[config.mk]
export PLATFORM = sky130hd
export DESIGN_NAME = image_mean_squared_error
export DESIGN_NICKNAME = d
export VERILOG_FILES = /design/src/sv/imse_pkg.sv /design/src/sv/imse_ctrl.sv /design/src/sv/imse_dp.sv /design/src/sv/image_mean_squared_error.sv
export VERILOG_INCLUDE_DIRS = /design/src /design/src/sv
export SDC_FILE = /design/constraint.sdc
export NUM_CORES = 1
export LEC_CHECK = 0
export BUFFER_PORTS_ARGS = -buffer_cell sky130_fd_sc_hd__buf_2
export CAP_MARGIN = 20
export CORE_MARGIN = 2
export CORE_UTILIZATION = 40
export DETAILED_ROUTE_END_ITERATION = 6
export PLACE_DENSITY = 0.68
export RECOVER_POWER = 50
export SETUP_SLACK_MARGIN = 0.5
export SLEW_MARGIN = 20
export SYNTH_ARGS = -nofsm -noshare
export SYNTH_HDL_FRONTEND = slang
export SYNTH_SLANG_ARGS = --single-unit
[constraint.sdc]
create_clock -name clk -period 23.8 [get_ports clk]
set_clock_uncertainty 0.2 [all_clocks]
set_input_delay 3.57 -clock clk [delete_from_list [all_inputs] [get_ports clk]]
set_output_delay 3.57 -clock clk [all_outputs]
set_load 0.005 [all_outputs]
[src/sv/image_mean_squared_error_macros.svh]
// ----------------------------------------------------------------------------
// Assertion macros for the image mean squared error block.
// Concurrent checks that compile away when SYNTHESIS is defined.
// ----------------------------------------------------------------------------
`ifndef IMAGE_MEAN_SQUARED_ERROR_MACROS_SVH
`define IMAGE_MEAN_SQUARED_ERROR_MACROS_SVH

`ifndef SYNTHESIS

// Same-cycle implication, checked outside reset.
`define IMSE_ASSERT_NOW(label, clk, rst, ante, cons) \
  label: assert property (@(posedge clk) disable iff (rst) (ante) |-> (cons)) \
    else $error("imse check failed");

// Next-cycle implication, checked outside reset.
`define IMSE_ASSERT_NEXT(label, clk, rst, ante, cons) \
  label: assert property (@(posedge clk) disable iff (rst) (ante) |=> (cons)) \
    else $error("imse check failed");

`else

`define IMSE_ASSERT_NOW(label, clk, rst, ante, cons)
`define IMSE_ASSERT_NEXT(label, clk, rst, ante, cons)

`endif

`endif

[src/sv/imse_pkg.sv]
// ----------------------------------------------------------------------------
// imse_pkg
// Types, widths and helpers shared by the mean squared error modules.
// ----------------------------------------------------------------------------
`default_nettype none

package imse_pkg;

  localparam int unsigned CH_W     = 8;
  localparam int unsigned SQ_W     = 2 * CH_W;
  localparam int unsigned ADD_W    = SQ_W + 2;
  localparam int unsigned SUM_W    = 42;
  localparam int unsigned CNT_W    = 25;
  localparam int unsigned ERR_W    = 24;
  localparam int unsigned DIVR_W   = CNT_W + 2;
  localparam int unsigned REM_W    = DIVR_W + 1;
  localparam int unsigned SCALE_W  = 8;
  localparam int unsigned HI_W     = SUM_W + SCALE_W - ERR_W;
  localparam int unsigned STEP_W   = 5;
  localparam logic [CNT_W-1:0] MAX_PIXELS = CNT_W'(25'd16777216);
  localparam logic [STEP_W-1:0] LAST_STEP = STEP_W'(ERR_W - 1);

  typedef struct packed {
    logic [CH_W-1:0] test_red;
    logic [CH_W-1:0] test_green;
    logic [CH_W-1:0] test_blue;
    logic [CH_W-1:0] ref_red;
    logic [CH_W-1:0] ref_green;
    logic [CH_W-1:0] ref_blue;
    logic            last_pixel;
  } pixel_pair_t;

  typedef struct packed {
    logic [ERR_W-1:0] error_value;
    logic [CNT_W-1:0] pixels_seen;
  } mse_result_t;

  typedef struct packed {
    logic accept;
    logic div_start;
    logic div_step;
    logic out_load;
  } ctrl_cmd_t;

  typedef struct packed {
    logic out_free;
  } dp_status_t;

  // Squared absolute difference of two channel samples.
  function automatic logic [SQ_W-1:0] sq_diff(input logic [CH_W-1:0] a,
                                               input logic [CH_W-1:0] b);
    logic [CH_W-1:0] d;
    d = (a >= b) ? (a - b) : (b - a);
    return {{CH_W{1'b0}}, d} * {{CH_W{1'b0}}, d};
  endfunction

endpackage

`default_nettype wire

[src/sv/imse_ctrl.sv]
// ----------------------------------------------------------------------------
// imse_ctrl
// Sequencer: pixel intake, final accumulate, divider run and result load.
// ----------------------------------------------------------------------------
`default_nettype none
`include "image_mean_squared_error_macros.svh"

module imse_ctrl
  import imse_pkg::*;
(
  input  wire logic       clk,
  input  wire logic       rst,
  input  wire logic       pixel_valid,
  input  wire logic       pixel_last,
  input  wire dp_status_t status,
  output      ctrl_cmd_t  cmd,
  output      logic       pixel_ready
);

  localparam logic [2:0] S_ACC  = 3'd0;
  localparam logic [2:0] S_SUM  = 3'd1;
  localparam logic [2:0] S_LOAD = 3'd2;
  localparam logic [2:0] S_DIV  = 3'd3;
  localparam logic [2:0] S_DONE = 3'd4;

  logic [2:0]        state;
  logic [2:0]        state_next;
  logic [STEP_W-1:0] step;
  logic [STEP_W-1:0] step_next;

  always_comb begin
    state_next    = state;
    step_next     = step;
    cmd           = '0;
    pixel_ready   = 1'b0;
    unique case (state)
      S_ACC: begin
        pixel_ready = 1'b1;
        cmd.accept  = pixel_valid;
        if (pixel_valid && pixel_last) begin
          state_next = S_SUM;
        end
      end
      S_SUM: begin
        state_next = S_LOAD;
      end
      S_LOAD: begin
        cmd.div_start = 1'b1;
        step_next     = '0;
        state_next    = S_DIV;
      end
      S_DIV: begin
        cmd.div_step = 1'b1;
        step_next    = step + 1'b1;
        if (step == LAST_STEP) begin
          state_next = S_DONE;
        end
      end
      S_DONE: begin
        if (status.out_free) begin
          cmd.out_load = 1'b1;
          state_next   = S_ACC;
        end
      end
      default: begin
        state_next = S_ACC;
      end
    endcase
  end

  always_ff @(posedge clk) begin
    if (rst) begin
      state <= S_ACC;
      step  <= '0;
    end else begin
      state <= state_next;
      step  <= step_next;
    end
  end

  `IMSE_ASSERT_NEXT(a_last_closes_intake, clk, rst, cmd.accept && pixel_last,
                    state == S_SUM)
  `IMSE_ASSERT_NOW(a_steps_in_range, clk, rst, cmd.div_step, step <= LAST_STEP)

endmodule

`default_nettype wire

[src/sv/imse_dp.sv]
// ----------------------------------------------------------------------------
// imse_dp
// Squared difference stage, accumulator, restoring divider, result register.
// ----------------------------------------------------------------------------
`default_nettype none
`include "image_mean_squared_error_macros.svh"

module imse_dp
  import imse_pkg::*;
(
  input  wire logic        clk,
  input  wire logic        rst,
  input  wire ctrl_cmd_t   cmd,
  input  wire pixel_pair_t pixel,
  input  wire logic        result_stall,
  output      dp_status_t  status,
  output      mse_result_t result,
  output      logic        result_valid
);

  logic               s1_valid;
  logic [ADD_W-1:0]   s1_add;
  logic [SUM_W-1:0]   squared_sum;
  logic [CNT_W-1:0]   pixel_count;
  logic [REM_W-1:0]   rem;
  logic [ERR_W-1:0]   dvd_lo;
  logic [DIVR_W-1:0]  divisor;
  logic [ERR_W-1:0]   quot;
  logic [CNT_W-1:0]   seen;
  logic [REM_W-1:0]   trial;
  logic               fits;

  assign trial           = {rem[REM_W-2:0], dvd_lo[ERR_W-1]};
  assign fits            = trial >= {1'b0, divisor};
  assign status.out_free = !result_valid || !result_stall;

  // Squared differences of one pixel, registered ahead of the accumulator.
  always_ff @(posedge clk) begin
    if (rst) begin
      s1_valid <= 1'b0;
    end else begin
      s1_valid <= cmd.accept;
    end
    if (cmd.accept) begin
      s1_add <= ADD_W'(sq_diff(pixel.test_red, pixel.ref_red))
              + ADD_W'(sq_diff(pixel.test_green, pixel.ref_green))
              + ADD_W'(sq_diff(pixel.test_blue, pixel.ref_blue));
    end
  end

  // Accumulator; pixels beyond the limit are dropped.
  always_ff @(posedge clk) begin
    if (rst) begin
      squared_sum <= '0;
      pixel_count <= '0;
    end else begin
      if (cmd.div_start) begin
        squared_sum <= '0;
        pixel_count <= '0;
      end else if (s1_valid && (pixel_count < MAX_PIXELS)) begin
        squared_sum <= squared_sum + SUM_W'(s1_add);
        pixel_count <= pixel_count + 1'b1;
      end
    end
  end

  // Restoring division of sum*256 by 3*count, one quotient bit per cycle.
  // The quotient is known to fit in ERR_W bits, so the upper dividend bits
  // start out already below the divisor.
  always_ff @(posedge clk) begin
    if (cmd.div_start) begin
      rem     <= REM_W'(squared_sum[SUM_W-1:SUM_W-HI_W]);
      dvd_lo  <= {squared_sum[SUM_W-HI_W-1:0], {SCALE_W{1'b0}}};
      divisor <= {pixel_count, 1'b0} + {2'b00, pixel_count};
      quot    <= '0;
      seen    <= pixel_count;
    end else if (cmd.div_step) begin
      rem    <= fits ? (trial - {1'b0, divisor}) : trial;
      dvd_lo <= {dvd_lo[ERR_W-2:0], 1'b0};
      quot   <= {quot[ERR_W-2:0], fits};
    end
  end

  // Output register.
  always_ff @(posedge clk) begin
    if (rst) begin
      result_valid <= 1'b0;
    end else if (cmd.out_load) begin
      result_valid <= 1'b1;
    end else if (!result_stall) begin
      result_valid <= 1'b0;
    end
    if (cmd.out_load) begin
      result.error_value <= (divisor == '0) ? '0 : quot;
      result.pixels_seen <= seen;
    end
  end

  `IMSE_ASSERT_NEXT(a_start_clears_acc, clk, rst, cmd.div_start,
                    squared_sum == '0 && pixel_count == '0)
  `IMSE_ASSERT_NOW(a_count_capped, clk, rst, 1'b1, pixel_count <= MAX_PIXELS)

endmodule

`default_nettype wire

[src/sv/image_mean_squared_error.sv]
// ----------------------------------------------------------------------------
// image_mean_squared_error
// Normalized mean squared error of an RGB test image against a reference.
// ----------------------------------------------------------------------------
//
//   Channel  | Handshake                  | Payload
//   ---------+----------------------------+------------------------------
//   pixel    | pixel_valid / pixel_stall  | pixel_pair_t, one pixel pair
//   result   | result_valid / result_stall| mse_result_t, one per image
//
// Pixel pairs are taken one per cycle while an image streams in. A transfer
// with last_pixel set closes the image: pixel_stall then stays high for 27
// cycles (one to finish accumulating, one to load the divider, 24 for the
// restoring divider that produces one quotient bit per cycle, one to load
// the output register), plus any cycles the result must wait for a full
// output register to drain. Reset is synchronous and clears the sum, the
// count, the sequencer and the result valid flag. A stalled result holds
// in the output register while the next image is already accepted.
//
// The error is floor(sum * 256 / (3 * count)), with the sum of squared
// channel differences held in 42 bits. Once 2^24 pixels have been counted
// further pixels of the same image are ignored.
//
`default_nettype none

module image_mean_squared_error
  import imse_pkg::*;
(
  input  wire logic        clk,
  input  wire logic        rst,
  input  wire logic        pixel_valid,
  output      logic        pixel_stall,
  input  wire pixel_pair_t pixel,
  output      logic        result_valid,
  input  wire logic        result_stall,
  output      mse_result_t result
);

  ctrl_cmd_t  cmd;
  dp_status_t status;
  logic       pixel_ready;

  // The sequencer only raises ready in its intake state, so the stall seen
  // by the source is simply the inverse of that.
  assign pixel_stall = !pixel_ready;

  imse_ctrl u_ctrl (
    .clk         (clk),
    .rst         (rst),
    .pixel_valid (pixel_valid),
    .pixel_last  (pixel.last_pixel),
    .status      (status),
    .cmd         (cmd),
    .pixel_ready (pixel_ready)
  );

  imse_dp u_dp (
    .clk          (clk),
    .rst          (rst),
    .cmd          (cmd),
    .pixel        (pixel),
    .result_stall (result_stall),
    .status       (status),
    .result       (result),
    .result_valid (result_valid)
  );

endmodule

`default_nettype wire
==> results of run 1 <==
[logic make-up (layout without fill, tap and decap cells)]
family                   Yosys count  count (layout)  synth area share [%]
AO/OA/AOI/OAI                    389             389                  11.8
XOR/XNOR                         144             144                  6.18
adder cells (fa/ha/maj)          337             337                  25.3
buffers and inverters            388             511                  7.22
flip-flops                       262             262                  33.5
multiplexers                      32              32                  1.57
AND/OR/NAND/NOR                  639             639                  14.4
[stage by stage]
step                      utilization (%)  hold WS [ns]  setup WS [ns]  instance area [um^2]
after floorplan                         -         0.200          10.13                 20400
after global routing                 45.2         0.216           9.18                 22700
after global placement               43.2         0.205           9.45                 21700
after CTS                            45.2         0.209           9.79                 22700
final                                45.2         0.219           9.80                 22700
after detailed placement             43.2         0.205           9.21                 21700
[routing by layer]
layer,vias up,part of all wire [%]
met5,-,0
met4,0,1.5
met3,54,3.8
met2,254,49
met1,7309,45
li1,7522,-
[registers in the layout (all words and copies together), names as in the netlist, 16 cells and up]
name / count
u_dp.divisor: 26
u_dp.dvd_lo: 16
u_dp.pixel_count: 25
u_dp.quot: 24
u_dp.rem: 27
u_dp.result: 49
u_dp.s1_add: 18
u_dp.seen: 25
u_dp.squared_sum: 42
[cells in the final DEF (no fill, tap or decap), drive strengths merged, types with 8 or more instances in the layout]
cell type	instances
nor4	8
a211oi	9
and3	16
and2	8
a21o	32
buf	112
mux2i	32
nor3	26
fa	126
ha	211
dfxtp	102
nor2	195
edfxtp	160
clkbuf	38
o21a	14
nand2b	25
xor2	47
clkinvlp	8
o21bai	23
o31ai	8
nand4	16
xnor2	97
nand3	52
a21oi	161
nor2b	43
inv	341
nand2	211
a31oi	12
o21ai	84
or3	10
[worst min-delay path by stage]
stage                              from  slack [ns]  cells past startpoint              end
after floorplan           u_dp.seen[10]        0.20                      0  u_dp.result[10]
after global placement    u_dp.seen[24]        0.20                      0  u_dp.result[24]
after detailed placement  u_dp.seen[14]        0.21                      0  u_dp.result[14]
after CTS                 u_dp.seen[12]        0.21                      0  u_dp.result[12]
after global routing      u_dp.seen[22]        0.22                      0  u_dp.result[22]
final                     u_dp.seen[14]        0.22                      0  u_dp.result[14]
[final cells by class]
| cell class | instances | area, um^2 | area share, % |
|---|---|---|---|
| Timing Repair Buffer | 118 | 608 | 2.68 |
| Clock buffer | 32 | 747 | 3.29 |
| Multi-Input combinational cell | 1541 | 12100 | 53.4 |
| Clock inverter | 20 | 270 | 1.19 |
| Inverter | 341 | 1280 | 5.64 |
| Sequential cell | 262 | 6850 | 30.1 |
| Tap cell | 672 | 841 | 3.70 |
==> impl_metrics.json, run 1 <==
{
  "drc": 0,
  "rows": 82,
  "yosysTopAreaCell": "edfxtp_1",
  "use_met2_pct": 27.8,
  "slew_viol_final": 212,
  "ys_ff_latch": 262,
  "wl_per_cell_um": 13.9,
  "diodes": 0,
  "hold_path.class": "register to register",
  "clk_latency_ns": 0.55,
  "place_inst": 2934,
  "syn_inst": 2191,
  "dieHeight_um": 230,
  "synthTopCellsByArea": "edfxtp_1 (24%), ha_1 (13%), fa_1 (12%)",
  "synth_edf_count": 160,
  "via_per_inst": 5.07,
  "relSlewSlack_pct": -147,
  "nNetsFinal": 2682,
  "yosysMostFrequentCell": "inv_1",
  "final_hold_viol_count": 0,
  "arrival_ns": 14.09,
  "io_pins": 104,
  "cts.clk_slew.worst_paths_ns": 0.06,
  "fin_cells": 2986,
  "drt_iter0_drc": 740,
  "root_buffer": "clkbuf_16",
  "worstSetupEndpoint": "u_dp.s1_add[16]",
  "end_kind": "register",
  "reg2reg_from": "u_ctrl.state[2]",
  "cap_violations": 4,
  "wl_mm": 41.4,
  "antenna_left": 0,
  "dr.pass1.iters": 5,
  "grtUsageMet3_pct": 1.84,
  "antenna_found_initial": 0,
  "gp_congestion": 0.870,
  "synth_fp_nets": 2581,
  "synth_cell_types": 70,
  "synth_warnings": 0,
  "crit_buf_inv": 9,
  "syn_area_um2": 20400,
  "grt_pass1_wl_mm": 70.2,
  "tightest_slew_ns": 3.71,
  "cts_buffers": 28,
  "grt_pass1_vias": 15200,
  "final.setup.tns_ns": 0,
  "vias": 15100,
  "fin_crit_ns": 14.00,
  "cp_top_family": "adder cells",
  "io_buffer_count": 103,
  "crit_top_cell": "fa_1",
  "cp_num_cells": 41,
  "synth_top_area_share_pct": 23.5,
  "r2r_cells": 11,
  "crit_path_max_incr_delay_ns": 0.60,
  "clk_path_buf_depth": 3,
  "period_share_pct": 58.8,
  "grt.total_usage_pct": 15.6,
  "regToRegSetupSlack_ns": 14.50,
  "post_cts_resized": 0,
  "synthTopCellsByCount": "inv_1 (341), ha_1 (211), nand2_1 (211)",
  "grt_overflow": 0,
  "worstSetupStartpoint": "pixel[33]",
  "syn_to_final_growth_pct": 11.2,
  "htree_levels": 1,
  "rsz0062_at_grt": "false",
  "timing.rr.end": "u_dp.rem[23]",
  "worstPathMaxFanout": 9,
  "drive_gt1_share_pct": 8.21,
  "cpMaxStageDelayCell": "xnor2_1",
  "ys.flop_type": "edfxtp_1",
  "required_ns": 23.90,
  "die_area_um2": 52900,
  "synthArstFlopShare_pct": 0,
  "path_class": "primary input to register",
  "cts_num_sinks": 262,
  "fillers": 4777,
  "startpoint_type": "primary input",
  "cts_tree": "done",
  "top_usage_layer": "met2",
  "violations": "capacitance limit, slew limit",
  "gr-usage-met1_pct": 20.4,
  "die_x_um": 230,
  "yosysSeqAreaShare_pct": 33.5,
  "grt_max_degree": 71,
  "initial_core_util_pct": 40.6,
  "postSynthAreaPerCell_um2": 9.32,
  "hold_buffers": 0,
  "timing.fmax_mhz": 71.5,
  "dp_hpwl_mm": 32.9,
  "setup_viol": 0,
  "status": "finished with violations",
  "cts_setup_buffers": 0,
  "core_area_um2": 50300
}
Power of run 1 is not shown: default switching activity piles up to over one toggle a cycle in this logic, so the estimate is an artifact.
==> inputs of run 2 (changes only) <==
--- a/config.mk
+++ b/config.mk
@@ -6,6 +6,7 @@
 export SDC_FILE = /design/constraint.sdc
 export NUM_CORES = 1
 export LEC_CHECK = 0
+export ABC_AREA = 1
 export BUFFER_PORTS_ARGS = -buffer_cell sky130_fd_sc_hd__buf_2
 export CAP_MARGIN = 20
 export CORE_MARGIN = 2
==> constraint.sdc (replaced) <==
create_clock -name clk -period 13.4 [get_ports clk]
set_clock_uncertainty 0.2 [all_clocks]
set_input_delay 2.01 -clock clk [delete_from_list [all_inputs] [get_ports clk]]
set_output_delay 2.01 -clock clk [all_outputs]
set_load 0.005 [all_outputs]
==> run 2 against run 1 <==
  * The run still ends with capacitance limit, slew limit left
  * Final area up 11%
  * Synthesized cell count up 39%
  * Global-route usage grew 2.4 points
  * Clock-buffer cell count is 3 higher
  * Sequential share of layout area fell by 2.9 points
  * Critical path depth down 2
  * Sequential cell count unchanged
==> impl_metrics.json, run 2 <==
{
  "status": "finished with violations",
  "violations": "capacitance limit, slew limit",
  "wl_per_cell_um": 13.8,
  "slew_viol_final": 205,
  "vias": 19000,
  "setup_viol": 0,
  "r2r_cells": 7,
  "yosysSeqAreaShare_pct": 29.7,
  "drive_gt1_share_pct": 6.54,
  "postSynthAreaPerCell_um2": 7.58,
  "final.setup.tns_ns": 0,
  "htree_levels": 1,
  "io_pins": 104,
  "reg2reg_from": "u_ctrl.state[2]",
  "synth_top_area_share_pct": 20.8,
  "tightest_slew_ns": 3.51,
  "end_kind": "register",
  "post-place-ws_ns": 1.61,
  "grt.total_usage_pct": 18.0,
  "min_path_cells": 0,
  "dieHeight_um": 244,
  "synth_warnings": 0,
  "final_hold_viol_count": 0,
  "clk_latency_ns": 0.56,
  "layout_commonest_cell": "nand2_1",
  "synthTopCellsByCount": "nand2_1 (699), inv_1 (645), nor2_1 (270)",
  "antenna_found_initial": 0,
  "core_area_um2": 56700,
  "yosysTopAreaCell": "edfxtp_1",
  "yosysMostFrequentCell": "nand2_1",
  "final_core_util_pct": 44.4,
  "timing.fmax_mhz": 89.0,
  "synth_edf_count": 160,
  "diodes": 0,
  "path_class": "primary input to register",
  "wl_mm": 54.0,
  "grt_pass1_vias": 18100,
  "synthTopCellsByArea": "edfxtp_1 (21%), ha_1 (11%), nand2_1 (11%)",
  "syn_inst": 3039,
  "rows": 87,
  "synth_cell_types": 53,
  "die_area_um2": 59600,
  "synth_fp_nets": 3429,
  "via_per_inst": 4.86,
  "hold_buffers": 0,
  "syn_area_um2": 23000,
  "worstPathMaxFanout": 10,
  "startpoint_type": "primary input",
  "io_buffer_count": 103,
  "relSlewSlack_pct": -134,
  "min_from": "u_dp.seen[11]",
  "crit_path_max_incr_delay_ns": 0.54,
  "dp_hpwl_mm": 43.7,
  "grt_pass1_wl_mm": 88.9,
  "initial_core_util_pct": 40.6,
  "synthArstFlopShare_pct": 0,
  "fillers": 5748,
  "layout_common_cells": "nand2_1 (698), inv_1 (647), nor2_1 (270)",
  "grt_overflow": 0,
  "required_ns": 13.48,
  "post_cts_resized": 0,
  "drt_iter0_drc": 1290,
  "ys.flop_type": "edfxtp_1",
  "regToRegSetupSlack_ns": 7.88,
  "cts.clk_slew.worst_paths_ns": 0.06,
  "cpMaxStageDelayCell": "fa_1",
  "fin_crit_ns": 11.23,
  "dr.pass1.iters": 6,
  "period_share_pct": 83.8,
  "die_x_um": 244,
  "root_buffer": "clkbuf_16",
  "nNetsFinal": 3518,
  "cts_tree": "done",
  "ys_ff_latch": 262,
  "setup_ws_ns": 2.17,
  "grt_max_degree": 73,
  "hold_path.class": "register to register",
  "drc": 0,
  "antenna_left": 0,
  "largestRegisters": "u_dp.result (49), u_dp.squared_sum (42), u_dp.rem (27)",
  "rsz0062_at_grt": "false",
  "crit_top_cell": "fa_1",
  "syn_to_final_growth_pct": 9.15,
  "largest_reg_flops": 49,
  "cts_buffers": 27,
  "timing.rr.end": "u_dp.rem[25]",
  "cts_num_sinks": 262,
  "top_register": "u_dp.result",
  "hold_path_end": "u_dp.result[11]",
  "gp_congestion": 0.934,
  "arrival_ns": 11.31,
  "cts_setup_buffers": 0,
  "cap_violations": 3,
  "clk_path_buf_depth": 3
}
run 2: worst max-delay path by stage:
stage,start,endpoint,slack [ns],cells past startpoint
global route,pixel[41],u_dp.s1_add[13],1.57,40
floorplan,pixel[33],u_dp.s1_add[13],2.40,38
global placement,pixel[11],u_dp.s1_add[13],1.77,38
finish,pixel[33],u_dp.s1_add[13],2.17,39
detailed placement,pixel[33],u_dp.s1_add[13],1.61,39
CTS,pixel[33],u_dp.s1_add[13],2.15,39
run 2: per-layer routing:
metal	global-route usage (%)	routed length, um	up-vias
met5	0	0	-
met4	4.34	1310	0
met2	31.0	25500	387
met1	24.5	25100	8761
met3	1.19	2140	65
li1	-	-	9776
run 2: kinds of logic (layout without fill, tap and decap cells):
group | Yosys count | count (layout) | share of synthesized area [%]
xor+xnor | 117 | 117 | 4.45
fa+ha+maj | 337 | 337 | 22.4
flops | 262 | 262 | 29.7
compound gates | 330 | 330 | 8.02
simple gates | 1278 | 1278 | 23.5
buf+inv | 715 | 825 | 12.0
run 2: worst max-delay path, delay by kind of cell:
kind / cells / cell delay (ns)
compound gates: 9 / 1.84
buf+inv: 9 / 0.49
simple gates: 5 / 0.60
fa+ha+maj: 14 / 6.09
xor+xnor: 2 / 0.26
run 2: stage by stage:
step | std cells | hold WS [ns] | instance area [um^2]
global placement | 3854 | 0.203 | 24300
finish | 3905 | 0.219 | 25200
detailed placement | 3854 | 0.205 | 24300
CTS | 3904 | 0.219 | 25200
floorplan | 3039 | 0.200 | 23000
global route | 3905 | 0.227 | 25200
run 2: final cells by class:
class | instances | area [um^2] | area share [%]
well taps | 756 | 946 | 3.76
repair buffers | 112 | 564 | 2.24
clock buffers | 35 | 706 | 2.80
inverters | 663 | 2490 | 9.89
clock inverters | 15 | 154 | 0.612
multi-input cells | 2062 | 13500 | 53.5
flip-flops and latches | 262 | 6850 | 27.2
Power of run 2 is left out for the same reason.
